[config.mk]
export PLATFORM = sky130hd
export DESIGN_NAME = pml_lift
export DESIGN_NICKNAME = d
export VERILOG_FILES = /design/src/design/pml_pkg.sv /design/src/design/pml_lift.sv
export VERILOG_INCLUDE_DIRS = /design/src /design/src/design
export SDC_FILE = /design/constraint.sdc
export NUM_CORES = 2
export LEC_CHECK = 0
export BUFFER_PORTS_ARGS = -buffer_cell sky130_fd_sc_hd__buf_4
export CORE_ASPECT_RATIO = 0.5
export CORE_MARGIN = 3
export CORE_UTILIZATION = 63
export DETAILED_ROUTE_END_ITERATION = 10
export PLACE_DENSITY_LB_ADDON = 0.1
export SLEW_MARGIN = 20
export SYNTH_ARGS = -nofsm -noshare
export SYNTH_HDL_FRONTEND = slang
export SYNTH_SLANG_ARGS = --single-unit
[constraint.sdc]
create_clock -name clk -period 8.1 [get_ports clk]
set_input_delay 1.62 -clock clk [delete_from_list [all_inputs] [get_ports clk]]
set_output_delay 1.62 -clock clk [all_outputs]
set_load 0.01 [all_outputs]
[src/design/assert_macros.svh]
// Assertion macros shared by the design files.
`ifndef ASSERT_MACROS_SVH
`define ASSERT_MACROS_SVH

// Same-cycle implication, switched off while reset is asserted.
`define ASSERT_IMPLY(label, clk_s, rstn_s, ante, cons, msg) \
  label: assert property (@(posedge clk_s) disable iff (!rstn_s) (ante) |-> (cons)) \
    else $error(msg);

// Next-cycle implication, switched off while reset is asserted.
`define ASSERT_NEXT_RST(label, clk_s, rstn_s, ante, cons, msg) \
  label: assert property (@(posedge clk_s) disable iff (!rstn_s) (ante) |=> (cons)) \
    else $error(msg);

// Next-cycle implication that also holds across reset.
`define ASSERT_NEXT(label, clk_s, ante, cons, msg) \
  label: assert property (@(posedge clk_s) (ante) |=> (cons)) else $error(msg);

`endif

[src/design/pml_pkg.sv]
`timescale 1ns / 1ps

package pml_pkg;

  localparam int MAX_DIMS = 4;
  localparam int DIMS     = 4;
  localparam int CFG_AW   = 5;

  typedef enum logic [2:0] {
    REG_ENABLE = 3'd0,
    REG_MASK   = 3'd1,
    REG_PLEN0  = 3'd2,
    REG_PLEN1  = 3'd3,
    REG_PLEN2  = 3'd4,
    REG_PLEN3  = 3'd5
  } reg_idx_t;

  typedef logic signed [31:0] coord_t;

  typedef struct packed {
    coord_t x_0;
    coord_t x_1;
    coord_t x_2;
    coord_t x_3;
    coord_t y_0;
    coord_t y_1;
    coord_t y_2;
    coord_t y_3;
  } in_t;

  typedef struct packed {
    coord_t      lifted_0;
    coord_t      lifted_1;
    coord_t      lifted_2;
    coord_t      lifted_3;
    logic [63:0] distance_squared;
  } out_t;

  typedef struct packed {
    logic                         enable;
    logic [MAX_DIMS-1:0]          mask;
    logic [MAX_DIMS-1:0][30:0]    period;
  } cfg_t;

  // Per-lane choice handed from the lift stages to the distance stages.
  typedef struct packed {
    coord_t [MAX_DIMS-1:0]        best;
    logic [MAX_DIMS-1:0][31:0]    delta;
  } lane_t;

  function automatic coord_t sat32(input logic signed [33:0] v);
    if (v[33:31] != {3{v[33]}}) begin
      return v[33] ? coord_t'({1'b1, 31'h0}) : coord_t'({1'b0, {31{1'b1}}});
    end
    return coord_t'(v[31:0]);
  endfunction

  function automatic logic [31:0] absdiff(input coord_t a, input coord_t b);
    logic signed [32:0] diff;
    logic [32:0]        neg;
    diff = {a[31], a} - {b[31], b};
    neg  = -diff;
    return diff[32] ? neg[31:0] : diff[31:0];
  endfunction

endpackage

[src/design/pml_lift.sv]
`timescale 1ns / 1ps
`include "assert_macros.svh"

module pml_lift (
  input  logic            clk,
  input  logic            rst_n,
  input  logic            adv,
  input  pml_pkg::cfg_t   cfg,
  input  logic            in_valid,
  input  pml_pkg::in_t    in_data,
  output logic            lane_valid,
  output pml_pkg::lane_t  lane
);
  import pml_pkg::*;

  coord_t [MAX_DIMS-1:0] x_in;
  coord_t [MAX_DIMS-1:0] y_in;

  // Stage 1: shifted candidates, saturated.
  logic                         s1_valid_r;
  coord_t [MAX_DIMS-1:0]        s1_x_r, s1_y_r, s1_cm_r, s1_cp_r;
  coord_t [MAX_DIMS-1:0]        s1_cm_nxt, s1_cp_nxt;
  logic [MAX_DIMS-1:0]          s1_en_r, s1_en_nxt;

  // Stage 2: distances of the three candidates to x.
  logic                         s2_valid_r;
  coord_t [MAX_DIMS-1:0]        s2_y_r, s2_cm_r, s2_cp_r;
  logic [MAX_DIMS-1:0][31:0]    s2_do_r, s2_dm_r, s2_dp_r;
  logic [MAX_DIMS-1:0][31:0]    s2_do_nxt, s2_dm_nxt, s2_dp_nxt;
  logic [MAX_DIMS-1:0]          s2_en_r;

  // Stage 3: the chosen image and its distance.
  logic                         s3_valid_r;
  lane_t                        lane_r, lane_nxt;

  assign x_in[0] = in_data.x_0;
  assign x_in[1] = in_data.x_1;
  assign x_in[2] = in_data.x_2;
  assign x_in[3] = in_data.x_3;
  assign y_in[0] = in_data.y_0;
  assign y_in[1] = in_data.y_1;
  assign y_in[2] = in_data.y_2;
  assign y_in[3] = in_data.y_3;

  always_comb begin
    for (int d = 0; d < MAX_DIMS; d++) begin
      s1_cm_nxt[d] = sat32({y_in[d][31], y_in[d][31], y_in[d]} - {3'b000, cfg.period[d]});
      s1_cp_nxt[d] = sat32({y_in[d][31], y_in[d][31], y_in[d]} + {3'b000, cfg.period[d]});
      s1_en_nxt[d] = (d < DIMS) && cfg.enable && cfg.mask[d];
    end
  end

  always_comb begin
    for (int d = 0; d < MAX_DIMS; d++) begin
      s2_do_nxt[d] = absdiff(s1_x_r[d], s1_y_r[d]);
      s2_dm_nxt[d] = absdiff(s1_x_r[d], s1_cm_r[d]);
      s2_dp_nxt[d] = absdiff(s1_x_r[d], s1_cp_r[d]);
    end
  end

  // The original point keeps any tie; the minus image beats the plus image on a tie.
  always_comb begin
    for (int d = 0; d < MAX_DIMS; d++) begin
      lane_nxt.best[d]  = s2_y_r[d];
      lane_nxt.delta[d] = s2_do_r[d];
      if (s2_en_r[d] && (s2_dm_r[d] < lane_nxt.delta[d])) begin
        lane_nxt.best[d]  = s2_cm_r[d];
        lane_nxt.delta[d] = s2_dm_r[d];
      end
      if (s2_en_r[d] && (s2_dp_r[d] < lane_nxt.delta[d])) begin
        lane_nxt.best[d]  = s2_cp_r[d];
        lane_nxt.delta[d] = s2_dp_r[d];
      end
      if (d >= DIMS) begin
        lane_nxt.best[d]  = '0;
        lane_nxt.delta[d] = '0;
      end
    end
  end

  always_ff @(posedge clk) begin
    if (!rst_n) begin
      s1_valid_r <= 1'b0;
      s2_valid_r <= 1'b0;
      s3_valid_r <= 1'b0;
    end else if (adv) begin
      s1_valid_r <= in_valid;
      s2_valid_r <= s1_valid_r;
      s3_valid_r <= s2_valid_r;
    end
  end

  always_ff @(posedge clk) begin
    if (adv) begin
      s1_x_r  <= x_in;
      s1_y_r  <= y_in;
      s1_cm_r <= s1_cm_nxt;
      s1_cp_r <= s1_cp_nxt;
      s1_en_r <= s1_en_nxt;
      s2_y_r  <= s1_y_r;
      s2_cm_r <= s1_cm_r;
      s2_cp_r <= s1_cp_r;
      s2_en_r <= s1_en_r;
      s2_do_r <= s2_do_nxt;
      s2_dm_r <= s2_dm_nxt;
      s2_dp_r <= s2_dp_nxt;
      lane_r  <= lane_nxt;
    end
  end

  assign lane_valid = s3_valid_r;
  assign lane       = lane_r;

  `ASSERT_NEXT_RST(a_plain_lane_keeps_y, clk, rst_n, adv && s2_valid_r && !s2_en_r[0], lane_r.best[0] == $past(s2_y_r[0]), "unlifted coordinate changed")

endmodule

==> results.sh <==
export IMPL_rsz0062_at_grt="false"
export IMPL_critical_path_top_delay_family="simple AND/OR/NAND/NOR gates"
export IMPL_final_cell_mix="edfxtp_1 (1,544), inv_1 (1,016), ha_1 (892), a21oi_1 (755), buf_4 (703)"
export IMPL_row_count=105
export IMPL_ant_nets=0
export IMPL_dp_cells=12700
export IMPL_worstSetupPathType="flop to flop"
export IMPL_whs_ns=0.421
export IMPL_min_path_cells=0
export IMPL_finish_utilization_pct=70.9
export IMPL_ctsResizeCount=0
export IMPL_cp_max_fo=55
export IMPL_cts_made_buffers=147
export IMPL_cpMaxStageDelayCell="o311a_4"
export IMPL_routedWlPerCell_um=22.1
export IMPL_dieArea_um2=171000
export IMPL_reg2reg_to="lane[249]$_DFFE_PP_"
export IMPL_async_flop_share_pct=0
export IMPL_syn_inst=10100
export IMPL_setup_viol=0
export IMPL_top_level_ports=646
export IMPL_synth_compound_area_share_pct=17.2
export IMPL_grt_pass1_vias=79100
export IMPL_multi_input_area_um2=53400
export IMPL_finalSetupTns_ns=0
export IMPL_startpoint_type="flop"
export IMPL_die_y_um=294
export IMPL_ys_seq_area_share_pct=44.4
export IMPL_first_pass_iters=6
export IMPL_dp_slack_ns=1.35
export IMPL_leakage_nw=48.8
export IMPL_fmax_mhz=150
export IMPL_synth_seq_cells=1547
export IMPL_antenna_found_initial=12
export IMPL_period_share_pct=82.5
export IMPL_sw_frac_of_total_pct=36.5
export IMPL_clk_pin_slew_worst_paths_ns=0.06
export IMPL_drv_cap=0
export IMPL_start_util_pct=63.6
export IMPL_power_density_nw_per_um2=286
export IMPL_synth_xor_area_share_pct=6.54
export IMPL_min_to="s2_en_r[2]$_DFFE_PP_"
export IMPL_slew_violations=0
export IMPL_finish_instance_area_um2=117000
export IMPL_drt_total_wl_mm=285
export IMPL_regArea_um2=46400
export IMPL_cts_tree="yes"
export IMPL_htreeDepth=4
export IMPL_cp_required_ns=8.64
export IMPL_cts_root_buffer="clkbuf_16"
export IMPL_worst_pin_slew_ns=1.24
export IMPL_synth_top_family_by_area="compound AO/OA/AOI/OAI gates"
export IMPL_drc=0
export IMPL_grt_max_degree=194
export IMPL_p_int_mw=21.2
export IMPL_drive_gt1_share_pct=12.6
export IMPL_p_seq_share_pct=37.2
export IMPL_finalNonFillerCells=12900
export IMPL_status="completed"
export IMPL_yosysWarnings=0
export IMPL_synth_main_ff_cell="edfxtp_1"
export IMPL_final_common_cell="edfxtp_1"
export IMPL_insertion_delay_ns=0.81
export IMPL_synth_edf_count=1544
export IMPL_critPathArrivalTime_ns=7.22
export IMPL_gp_congestion=0.969
export IMPL_clock_sinks=1547
export IMPL_irDropWorstVdd_v=0.000158
export IMPL_vias=79400
export IMPL_synth_avg_cell_area_um2=10.4
export IMPL_hold_buffers=0
export IMPL_hp_class="flop to flop"
export IMPL_yosys_area_share_simple_pct=11.1
export IMPL_vias_per_cell=6.14
export IMPL_hp_start="s1_en_r[2]$_DFFE_PP_"
export IMPL_p_total_mw=33.3
export IMPL_r2r_start="s2_do_r[121]$_DFFE_PP_"
export IMPL_skew_ns=0.0366
export IMPL_grt_usage_pct=32.4
export IMPL_port_buffer_count=645
export IMPL_design_core_area_um2=164000
export IMPL_synth_nets=11400
export IMPL_cp_end_kind="flop"
export IMPL_reg2reg_depth=22
export IMPL_max_stage_delay_ns=0.87
export IMPL_finalCriticalPeriod_ns=6.68
export IMPL_synthesis_area_um2=105000
export IMPL_hold_viol=0
export IMPL_placedInstanceArea_um2=112000
export IMPL_switchingPower_mw=12.2
export IMPL_pwr_share_clk_pct=20.6
export IMPL_synth_cell_types=112
export IMPL_synthAdderAreaFrac_pct=11.1
export IMPL_grt_overflow_total=0
export IMPL_hpwlAfterDp_mm=227
export IMPL_synth_area_mux_share_pct=4.95
export IMPL_cts_buffer_depth=4
export IMPL_crit_chain="inv_1 > ha_1 > a21o_1 > a21o_1 > a21oi_1 > o21ai_0 > a21oi_1 > nor2_1 > or4_1 > nor2_4 > buf_4 > mux2i_1 > ha_1 > nand4_1 > nor4_1 > nand2_1 > o21ai_0 > a211oi_1 > and2_1 > nand2b_1 > o311a_4 > mux2_2"
export IMPL_post_cts_buffers=0
export IMPL_first_iter_violations=5390
export IMPL_grt_first_pass_wirelength_mm=433
export IMPL_fill_cells=12200
export IMPL_final_setup_worst_slack_ns=1.42
export IMPL_slew_headroom_pct=17.1
export IMPL_crit_buf_inv=2
export IMPL_syn_to_final_growth_pct=11.5
export IMPL_finalNetCount=11900
export IMPL_p_comb_share_pct=42.2
export IMPL_r2r_slack_ns=1.42
export IMPL_dieWidth_um=582
==> synthesized netlist by cell type (103+ instances only) <==
| master | instances | area, µm² |
|---|---|---|
| o21bai_1 | 108 | 811 |
| nand3_1 | 180 | 901 |
| clkbuf_1 | 244 | 916 |
| a21o_1 | 304 | 2280 |
| nand2b_1 | 109 | 682 |
| nand2_1 | 462 | 1730 |
| inv_1 | 1016 | 3810 |
| a211oi_1 | 103 | 773 |
| edfxtp_1 | 1544 | 46400 |
| a31oi_1 | 126 | 788 |
| o21a_1 | 128 | 961 |
| nor3_1 | 217 | 1090 |
| nor2b_1 | 114 | 713 |
| mux2_2 | 267 | 3010 |
| ha_1 | 892 | 11200 |
| o21ai_0 | 548 | 2740 |
| nor2_1 | 584 | 2190 |
| xor2_1 | 233 | 2040 |
| a21oi_1 | 757 | 3790 |
| mux2i_1 | 217 | 2170 |
| xnor2_1 | 544 | 4760 |
| nand4_1 | 103 | 644 |
==> kinds of logic (layout without fill, tap and decap cells) <==
group | after synthesis | after routing
buffers and inverters | 1310 | 1985
AND/OR/NAND/NOR | 2279 | 2279
AO/OA/AOI/OAI | 2739 | 2739
XOR/XNOR | 779 | 779
other | 0 | 12
flip-flops | 1547 | 1547
multiplexers | 484 | 484
adder cells (fa/ha/maj) | 912 | 912
==> state kept, by name, indices dropped and copies added (netlist names), 128 cells and up <==
signal and count:
s1_y_r 128, lane 256, s1_cp_r 128, s2_dp_r 128
s2_dm_r 128, s2_cm_r 128, s1_cm_r 128, s2_cp_r 128
s2_do_r 128, s1_x_r 128, s2_y_r 128
==> per-layer routing <==
layer	share of wire (%)	GRT usage, %	up-vias
met3	4.7	3.41	827
li1	-	-	38300
met1	38	36.5	37600
met5	0	0	-
met4	7.1	20.8	0
met2	51	58.8	2579
==> how the worst max path moves through the flow <==
stage	start	to	slack, ns	cells past startpoint
after global placement	s2_dm_r[63]$_DFFE_PP_	lane[54]$_DFFE_PP_	1.40	19
after global routing	s2_do_r[121]$_DFFE_PP_	lane[126]$_DFFE_PP_	1.13	23
final	s2_do_r[121]$_DFFE_PP_	lane[249]$_DFFE_PP_	1.42	22
after detailed placement	s2_dm_r[63]$_DFFE_PP_	lane[54]$_DFFE_PP_	1.35	19
after floorplan	s2_dm_r[121]$_DFFE_PP_	lane[246]$_DFFE_PP_	1.96	27
after CTS	s2_dm_r[63]$_DFFE_PP_	lane[54]$_DFFE_PP_	1.31	19
==> power by group through the flow <==
stage / registers (mW) / logic, mW / clock network [mW]
5_1_grt: 12.5 / 15.4 / 7.31
3_3_place_gp: 12.5 / 13.5 / 0
6_report: 12.4 / 14.1 / 6.87
2_1_floorplan: 12.2 / 9.56 / 0
4_1_cts: 12.4 / 14.0 / 6.98
3_5_place_dp: 12.5 / 13.9 / 0
==> area by class of cell <==
type                    instances  area share (%)
clock buffers                 173            3.31
flip-flops and latches       1547            39.8
clock inverters                76           0.682
diodes                         12          0.0258
repair buffers                714            4.72
multi-input cells            7193            45.8
well taps                    2193            2.35
inverters                    1022            3.29
No activity file was read; power rests on OpenSTA's default activity.
