$ cat src/design/assert_macros.svh
// Assertion macros shared by the design files.
`ifndef ASSERT_MACROS_SVH
`define ASSERT_MACROS_SVH

// Same-cycle implication, switched off while reset is asserted.
`define ASSERT_IMPLY(label, clk_s, rstn_s, ante, cons, msg) \
  label: assert property (@(posedge clk_s) disable iff (!rstn_s) (ante) |-> (cons)) \
    else $error(msg);

// Next-cycle implication, switched off while reset is asserted.
`define ASSERT_NEXT_RST(label, clk_s, rstn_s, ante, cons, msg) \
  label: assert property (@(posedge clk_s) disable iff (!rstn_s) (ante) |=> (cons)) \
    else $error(msg);

// Next-cycle implication that also holds across reset.
`define ASSERT_NEXT(label, clk_s, ante, cons, msg) \
  label: assert property (@(posedge clk_s) (ante) |=> (cons)) else $error(msg);

`endif

$ cat src/design/pml_pkg.sv
`timescale 1ns / 1ps

package pml_pkg;

  localparam int MAX_DIMS = 4;
  localparam int DIMS     = 4;
  localparam int CFG_AW   = 5;

  typedef enum logic [2:0] {
    REG_ENABLE = 3'd0,
    REG_MASK   = 3'd1,
    REG_PLEN0  = 3'd2,
    REG_PLEN1  = 3'd3,
    REG_PLEN2  = 3'd4,
    REG_PLEN3  = 3'd5
  } reg_idx_t;

  typedef logic signed [31:0] coord_t;

  typedef struct packed {
    coord_t x_0;
    coord_t x_1;
    coord_t x_2;
    coord_t x_3;
    coord_t y_0;
    coord_t y_1;
    coord_t y_2;
    coord_t y_3;
  } in_t;

  typedef struct packed {
    coord_t      lifted_0;
    coord_t      lifted_1;
    coord_t      lifted_2;
    coord_t      lifted_3;
    logic [63:0] distance_squared;
  } out_t;

  typedef struct packed {
    logic                         enable;
    logic [MAX_DIMS-1:0]          mask;
    logic [MAX_DIMS-1:0][30:0]    period;
  } cfg_t;

  // Per-lane choice handed from the lift stages to the distance stages.
  typedef struct packed {
    coord_t [MAX_DIMS-1:0]        best;
    logic [MAX_DIMS-1:0][31:0]    delta;
  } lane_t;

  function automatic coord_t sat32(input logic signed [33:0] v);
    if (v[33:31] != {3{v[33]}}) begin
      return v[33] ? coord_t'({1'b1, 31'h0}) : coord_t'({1'b0, {31{1'b1}}});
    end
    return coord_t'(v[31:0]);
  endfunction

  function automatic logic [31:0] absdiff(input coord_t a, input coord_t b);
    logic signed [32:0] diff;
    logic [32:0]        neg;
    diff = {a[31], a} - {b[31], b};
    neg  = -diff;
    return diff[32] ? neg[31:0] : diff[31:0];
  endfunction

endpackage

$ cat src/design/pml_cfg.sv
`timescale 1ns / 1ps
`include "assert_macros.svh"

module pml_cfg (
  input  logic                       clk,
  input  logic                       rst_n,
  input  logic                       psel,
  input  logic                       penable,
  input  logic                       pwrite,
  input  logic [pml_pkg::CFG_AW-1:0] paddr,
  input  logic [31:0]                pwdata,
  output logic [31:0]                prdata,
  output logic                       pready,
  output pml_pkg::cfg_t              cfg
);
  import pml_pkg::*;

  cfg_t     cfg_r;
  cfg_t     cfg_nxt;
  reg_idx_t idx;
  logic     wr_en;

  assign pready = 1'b1;
  assign idx    = reg_idx_t'(paddr[CFG_AW-1:2]);
  assign wr_en  = psel && penable && pwrite;
  assign cfg    = cfg_r;

  always_comb begin
    cfg_nxt = cfg_r;
    if (wr_en) begin
      unique case (idx)
        REG_ENABLE: cfg_nxt.enable    = pwdata[0];
        REG_MASK:   cfg_nxt.mask      = pwdata[MAX_DIMS-1:0];
        REG_PLEN0:  cfg_nxt.period[0] = pwdata[30:0];
        REG_PLEN1:  cfg_nxt.period[1] = pwdata[30:0];
        REG_PLEN2:  cfg_nxt.period[2] = pwdata[30:0];
        REG_PLEN3:  cfg_nxt.period[3] = pwdata[30:0];
        default:    cfg_nxt = cfg_r;
      endcase
    end
  end

  always_comb begin
    unique case (idx)
      REG_ENABLE: prdata = {31'b0, cfg_r.enable};
      REG_MASK:   prdata = {{(32-MAX_DIMS){1'b0}}, cfg_r.mask};
      REG_PLEN0:  prdata = {1'b0, cfg_r.period[0]};
      REG_PLEN1:  prdata = {1'b0, cfg_r.period[1]};
      REG_PLEN2:  prdata = {1'b0, cfg_r.period[2]};
      REG_PLEN3:  prdata = {1'b0, cfg_r.period[3]};
      default:    prdata = 32'b0;
    endcase
  end

  always_ff @(posedge clk) begin
    if (!rst_n) begin
      cfg_r <= '0;
    end else begin
      cfg_r <= cfg_nxt;
    end
  end

  `ASSERT_NEXT(a_reset_clears_cfg, clk, !rst_n, cfg_r == '0, "configuration not cleared by reset")

endmodule

$ cat config.mk
export PLATFORM = sky130hd
export DESIGN_NAME = pml_cfg
export DESIGN_NICKNAME = d
export VERILOG_FILES = /design/src/design/pml_pkg.sv /design/src/design/pml_cfg.sv
export VERILOG_INCLUDE_DIRS = /design/src /design/src/design
export SDC_FILE = /design/constraint.sdc
export NUM_CORES = 1
export LEC_CHECK = 0
export BUFFER_PORTS_ARGS = -buffer_cell sky130_fd_sc_hd__buf_4
export CAP_MARGIN = 30
export CELL_PAD_IN_SITES_DETAIL_PLACEMENT = 1
export CELL_PAD_IN_SITES_GLOBAL_PLACEMENT = 2
export CORE_MARGIN = 2
export CORE_UTILIZATION = 30
export DETAILED_ROUTE_END_ITERATION = 8
export PLACE_DENSITY_LB_ADDON = 0.1
export SLEW_MARGIN = 10
export SYNTH_ARGS = -nofsm -noshare
export SYNTH_HDL_FRONTEND = slang
export SYNTH_SLANG_ARGS = --single-unit
$ cat constraint.sdc
create_clock -name clk -period 1.3 [get_ports clk]
set_input_delay 0.065 -clock clk [delete_from_list [all_inputs] [get_ports clk]]
set_output_delay 0.065 -clock clk [all_outputs]
set_load 0.02 [all_outputs]
==> impl_metrics.json, run 1 <==
{
  "grt_max_degree": 55,
  "worst_ep_arrival_time_ps": 1470,
  "final_common_cell": "buf_4",
  "die_h_um": 144,
  "p_per_area_mw_per_mm2": 1090,
  "setup_slack_ps": -230,
  "drt_pass1_iterations": 4,
  "grtUsageMet3": 0.0460,
  "clock_skew_ps": 0,
  "final_nets": 869,
  "vdd_drop_max_uv": 848,
  "grt_pass1_wl_um": 29200,
  "p_total_mw": 9.76,
  "cp-start-kind": "flop",
  "syn_nets": 623,
  "rsz0062_at_grt": "true",
  "synthToLayoutAreaGrowth_pct": 51.1,
  "max_cap_violations": 0,
  "fmax_mhz": 654,
  "use_met1": 0.216,
  "end_kind": "output port",
  "wl_per_cell_um": 17.4,
  "fin_cells": 1104,
  "rr_worst_depth": 4,
  "final_layout_size_suffix_gt1_frac": 0.464,
  "min_delay_path_depth": 3,
  "largest_reg_flops": 129,
  "antenna_left": 0,
  "first_global_vias": 5383,
  "grt-ovfl-total": 0,
  "async_flop_share": 0,
  "clk_pin_slew_worst_paths_ps": 60,
  "fillers": 2223,
  "htree_levels": 4,
  "viasPerCell": 4.64,
  "floorplan.die.width_um": 144,
  "track_usage": 0.184,
  "synthFlopType": "dfxtp_1",
  "ys_seq_elements": 129,
  "mostFrequentLayoutCells": "230 x buf_4, 187 x mux2i_1, 160 x nand2_1, 95 x dfxtp_2, 32 x dfxtp_1",
  "core_region_area_mm2": 0.0194,
  "violations": "setup timing",
  "hold_ws_ps": 6.45,
  "drc_errors": 0,
  "p_leak_nw": 3.73,
  "synth.distinct_cells": 28,
  "yosysWarnings": 0,
  "clock_latency_ps": 410,
  "via_count": 5118,
  "report.final.slew_viol_count": 0,
  "wl_um": 19300,
  "start_util": 0.304,
  "worstPathRequired_ps": 1240,
  "period_share": 1.18,
  "cts.sinks": 129,
  "finalSetupViolCount": 4,
  "dp.cells": 1025,
  "grtUsageMet2": 0.329,
  "clock_path_buffers": 2,
  "io_buffers": 198,
  "gp_congestion": 0.754,
  "rows": 51,
  "synth_area_per_cell_um2": 10.2,
  "cts_tree": "done",
  "antenna_cells": 0,
  "hold_class": "primary input to flop",
  "dieArea_mm2": 0.0208,
  "synthesis.instances": 581,
  "io_pins": 204,
  "worstSetupPathType": "flop to output port",
  "antenna_found_initial": 0,
  "cp_max_fo": 2,
  "fin_crit_ps": 1530,
  "drt_iter0_markers": 118,
  "yosysSeqAreaShare": 0.437,
  "synth_edf_count": 0,
  "netlist_area_mm2": 0.00590,
  "cts_root_buf": "clkbuf_16",
  "status": "finished with violations",
  "cts_buffers": 17,
  "hold_viol": 0,
  "busiest_layer": "met2",
  "hpwlAfterDp_um": 13200
}
layout make-up:
type | count | area, um^2 | share of cell area
multi-input combinational | 403 | 2930 | 0.328
sequential | 129 | 2710 | 0.304
timing repair buffer | 275 | 2330 | 0.261
clock buffer | 17 | 425 | 0.0477
tap | 265 | 332 | 0.0372
clock inverter | 14 | 191 | 0.0215
inverter | 1 | 3.75 | 0.000421
stage by stage:
stage / util / setup TNS [ps] / cell area [um^2] / worst slack (ps)
2_1_floorplan: - / 0 / 5900 / 151
3_3_place_gp: 0.398 / 0 / 7710 / 53.9
3_5_place_dp: 0.398 / -3.92 / 7710 / -3.92
4_1_cts: 0.449 / -784 / 8720 / -259
5_1_grt: 0.460 / -1160 / 8920 / -290
6_report: 0.460 / -671 / 8920 / -230
power by group:
group          total (mW)  switching, mW  internal, mW  leakage (nW)
Combinational       0.771          0.418         0.353          2.34
Clock                4.98           1.79          3.19         0.302
Sequential           4.01         0.0263          3.98          1.09
final timing paths:
path,endpoint,startpoint,slack [ps]
hold reg to reg,cfg[35]$_SDFFE_PN0P_,cfg[35]$_SDFFE_PN0P_,470
hold / removal,cfg[109]$_SDFFE_PN0P_,pwdata[16],6
setup / recovery,prdata[0],cfg[31]$_SDFFE_PN0P_,-230
setup reg to reg,cfg[31]$_SDFFE_PN0P_,cfg[31]$_SDFFE_PN0P_,500
cell usage after synthesis (2+ instances only):
master	number	area share
buf_4	11	0.014
nor2_1	4	0.0025
o21a_1	2	0.0025
conb_1	2	0.0013
nand2_1	160	0.10
nor2_2	2	0.0021
buf_2	18	0.015
mux2i_1	187	0.32
clkbuf_8	8	0.019
mux2_2	2	0.0038
o22ai_1	28	0.030
buf_8	6	0.015
dfxtp_1	129	0.44
nand2b_1	3	0.0032
a221oi_1	2	0.0030
buf_6	5	0.0095
per-layer routing:
metal | vias to the layer above | routed length (um)
met5 | - | 0
met4 | 0 | 223
met3 | 15 | 1020
met2 | 133 | 9690
met1 | 2479 | 8320
li1 | 2491 | -
critical path, cell delays in order, from the launching register on:
cell     delay, ps
dfxtp_2        320
mux4_2         470
inv_2           70
o22ai_2         60
buf_6          140
what timing repair did:
| item | 4_1_cts | 5_1_grt |
|---|---|---|
| setup buffers | 6 | 14 |
| hold endpoints to repair | 73 | 0 |
| resized for setup | 30 | 77 |
| endpoints found under the setup margin | 14 | 31 |
| pin swaps | 7 | 8 |
| hold buffers | 28 | 0 |
cells by family after synthesis:
group	after synthesis	share of synthesized area
AOI/OAI and AO/OA	37	0.0415
buffers and inverters	49	0.0733
DFF	129	0.437
muxes	190	0.325
other	2	0.00127
and+or+nand+nor	174	0.122
Power figures use the tool's default switching activity.
==> run 2: changes to the inputs <==
- ABC_AREA: default -> 1
- CORE_UTILIZATION: 30 -> 26
- SETUP_SLACK_MARGIN: default -> 0.02
==> impl_metrics.json, run 2 <==
{
  "floorplan.die.width_um": 158,
  "period_share": 1.00,
  "synth.distinct_cells": 16,
  "cts_buffers": 17,
  "finalSetupTns_ps": -1.67,
  "htree_levels": 4,
  "violations": "setup timing",
  "synthFlopType": "dfxtp_1",
  "first_global_vias": 6855,
  "die_h_um": 158,
  "clock_latency_ps": 420,
  "clock_path_buffers": 2,
  "dieArea_mm2": 0.0249,
  "synth_edf_count": 0,
  "setup_slack_ps": -1.67,
  "cts_root_buf": "clkbuf_16",
  "clk_pin_slew_worst_paths_ps": 60,
  "clock_skew_ps": 0,
  "cp_max_fo": 2,
  "drt_pass1_iterations": 4,
  "antenna_left": 0,
  "synth_area_per_cell_um2": 6.44,
  "core_region_area_mm2": 0.0233,
  "ys_seq_elements": 129,
  "io_pins": 204,
  "synthToLayoutAreaGrowth_pct": 51.2,
  "p_per_area_mw_per_mm2": 1090,
  "worst_ep_arrival_time_ps": 1240,
  "rows": 56,
  "final_layout_size_suffix_gt1_frac": 0.294,
  "io_buffers": 198,
  "p_leak_nw": 4.21,
  "antenna_cells": 0,
  "synth.area.top_cells": "dfxtp_1 42%, nor2_1 17%, nand2_1 16%, nand4_1 8.9%, nand3_1 6.3%",
  "largest_reg_flops": 129,
  "rsz0062_at_grt": "true",
  "start_util": 0.264,
  "grt_max_degree": 69,
  "max_cap_violations": 0,
  "via_count": 6983,
  "async_flop_share": 0,
  "yosysMostFrequentCell": "nor2_1",
  "gp_congestion": 0.753,
  "yosysWarnings": 0,
  "drc_errors": 0,
  "cts_tree": "done",
  "end_kind": "output port",
  "cts.sinks": 129,
  "synth_top_area_frac": 0.420,
  "fin_crit_ps": 1300,
  "r2r_slack_ps": 590,
  "ys_top_cells_by_count": "272 x nor2_1, 261 x nand2_1, 129 x dfxtp_1, 87 x nand4_1, 77 x nand3_1",
  "worstPathRequired_ps": 1240,
  "hold_ws_ps": 22.0,
  "netlist_area_mm2": 0.00615,
  "synthesis.instances": 955,
  "syn_nets": 997,
  "wl_per_cell_um": 17.2,
  "cp-start-kind": "flop",
  "status": "finished with violations",
  "final_nets": 1215,
  "vdd_drop_max_uv": 722,
  "mostFrequentLayoutCells": "266 x nor2_1, 260 x nand2_1, 225 x buf_4, 87 x nand4_1, 84 x dfxtp_1",
  "final_common_cell": "nor2_1",
  "grt_pass1_wl_um": 38700,
  "antenna_found_initial": 0,
  "hpwlAfterDp_um": 16300,
  "grt-ovfl-total": 0,
  "drt_iter0_markers": 348,
  "finalSetupViolCount": 1,
  "worstSetupPathType": "flop to output port",
  "report.final.slew_viol_count": 0,
  "hold_viol": 0,
  "viasPerCell": 4.64,
  "hold_class": "primary input to flop",
  "fmax_mhz": 768,
  "netlist.top_cell.by_area": "dfxtp_1",
  "track_usage": 0.203,
  "yosysSeqAreaShare": 0.420,
  "wl_um": 25900
}
run 2: where the power goes:
part           total, mW  switching [mW]  internal [mW]  leakage (nW)
Combinational       1.10           0.666          0.431          2.86
Clock               4.97            1.91           3.07         0.282
Sequential          4.05          0.0468           4.00          1.06
run 2: final cells by class:
type                       count  area (um^2)
clock inverter                13          160
inverter                      45          176
tap                          319          399
fill                        2919        14000
multi-input combinational    707         3060
timing repair buffer         273         2420
clock buffer                  19          443
sequential                   129         2640
run 2: critical path: stages, from the launching register on:
cell and delay [ps]:
dfxtp_2 330, nand4_1 150, nand2_1 100, inv_1 50, nand3_2 70, buf_6 110
run 2: path summary, 6_finish.rpt:
check                            start              endpoint  cells after the start
setup / recovery  cfg[96]$_SDFFE_PN0P_             prdata[3]                      5
hold / removal               pwdata[6]  cfg[37]$_SDFFE_PN0P_                      5
setup reg to reg   cfg[0]$_SDFFE_PN0P_   cfg[0]$_SDFFE_PN0P_                      3
hold reg to reg    cfg[1]$_SDFFE_PN0P_   cfg[1]$_SDFFE_PN0P_                      2
run 2: per-stage QoR:
stage               cell area, um^2  std cells  setup slack [ps]  power, mW  utilization
finish                         9300       1505             -1.67       10.1        0.398
global route                   9300       1505             -56.3       10.6        0.398
floorplan                      6150        955               198       4.67            -
CTS                            9080       1495              2.48       10.2        0.389
global placement               8100       1432              20.4       5.11        0.347
detailed placement             8100       1432             -4.21       5.12        0.347
run 2: logic make-up after synthesis:
group,after synthesis,share of synthesized area
buffers and inverters,119,0.0906
AOI/OAI and AO/OA,1,0.000813
and+or+nand+nor,704,0.487
other,2,0.00122
DFF,129,0.420
run 2: per-layer routing:
| metal | track usage | vias to the layer above | routed length, um |
|---|---|---|---|
| li1 | - | 3470 | - |
| met2 | 0.335 | 161 | 12200 |
| met4 | 0.0576 | 0 | 366 |
| met1 | 0.269 | 3321 | 12200 |
| met3 | 0.0419 | 31 | 1170 |
| met5 | 0 | - | 0 |
run 2: timing repair:
action                                 in CTS  in global routing
cloned                                      1                  5
hold buffers                               21                  0
endpoints found under the hold margin      40                  0
resized for setup                          30                 36
pin swaps                                  10                  8
buffers inserted                            9                  5
setup endpoints to repair                  13                 30
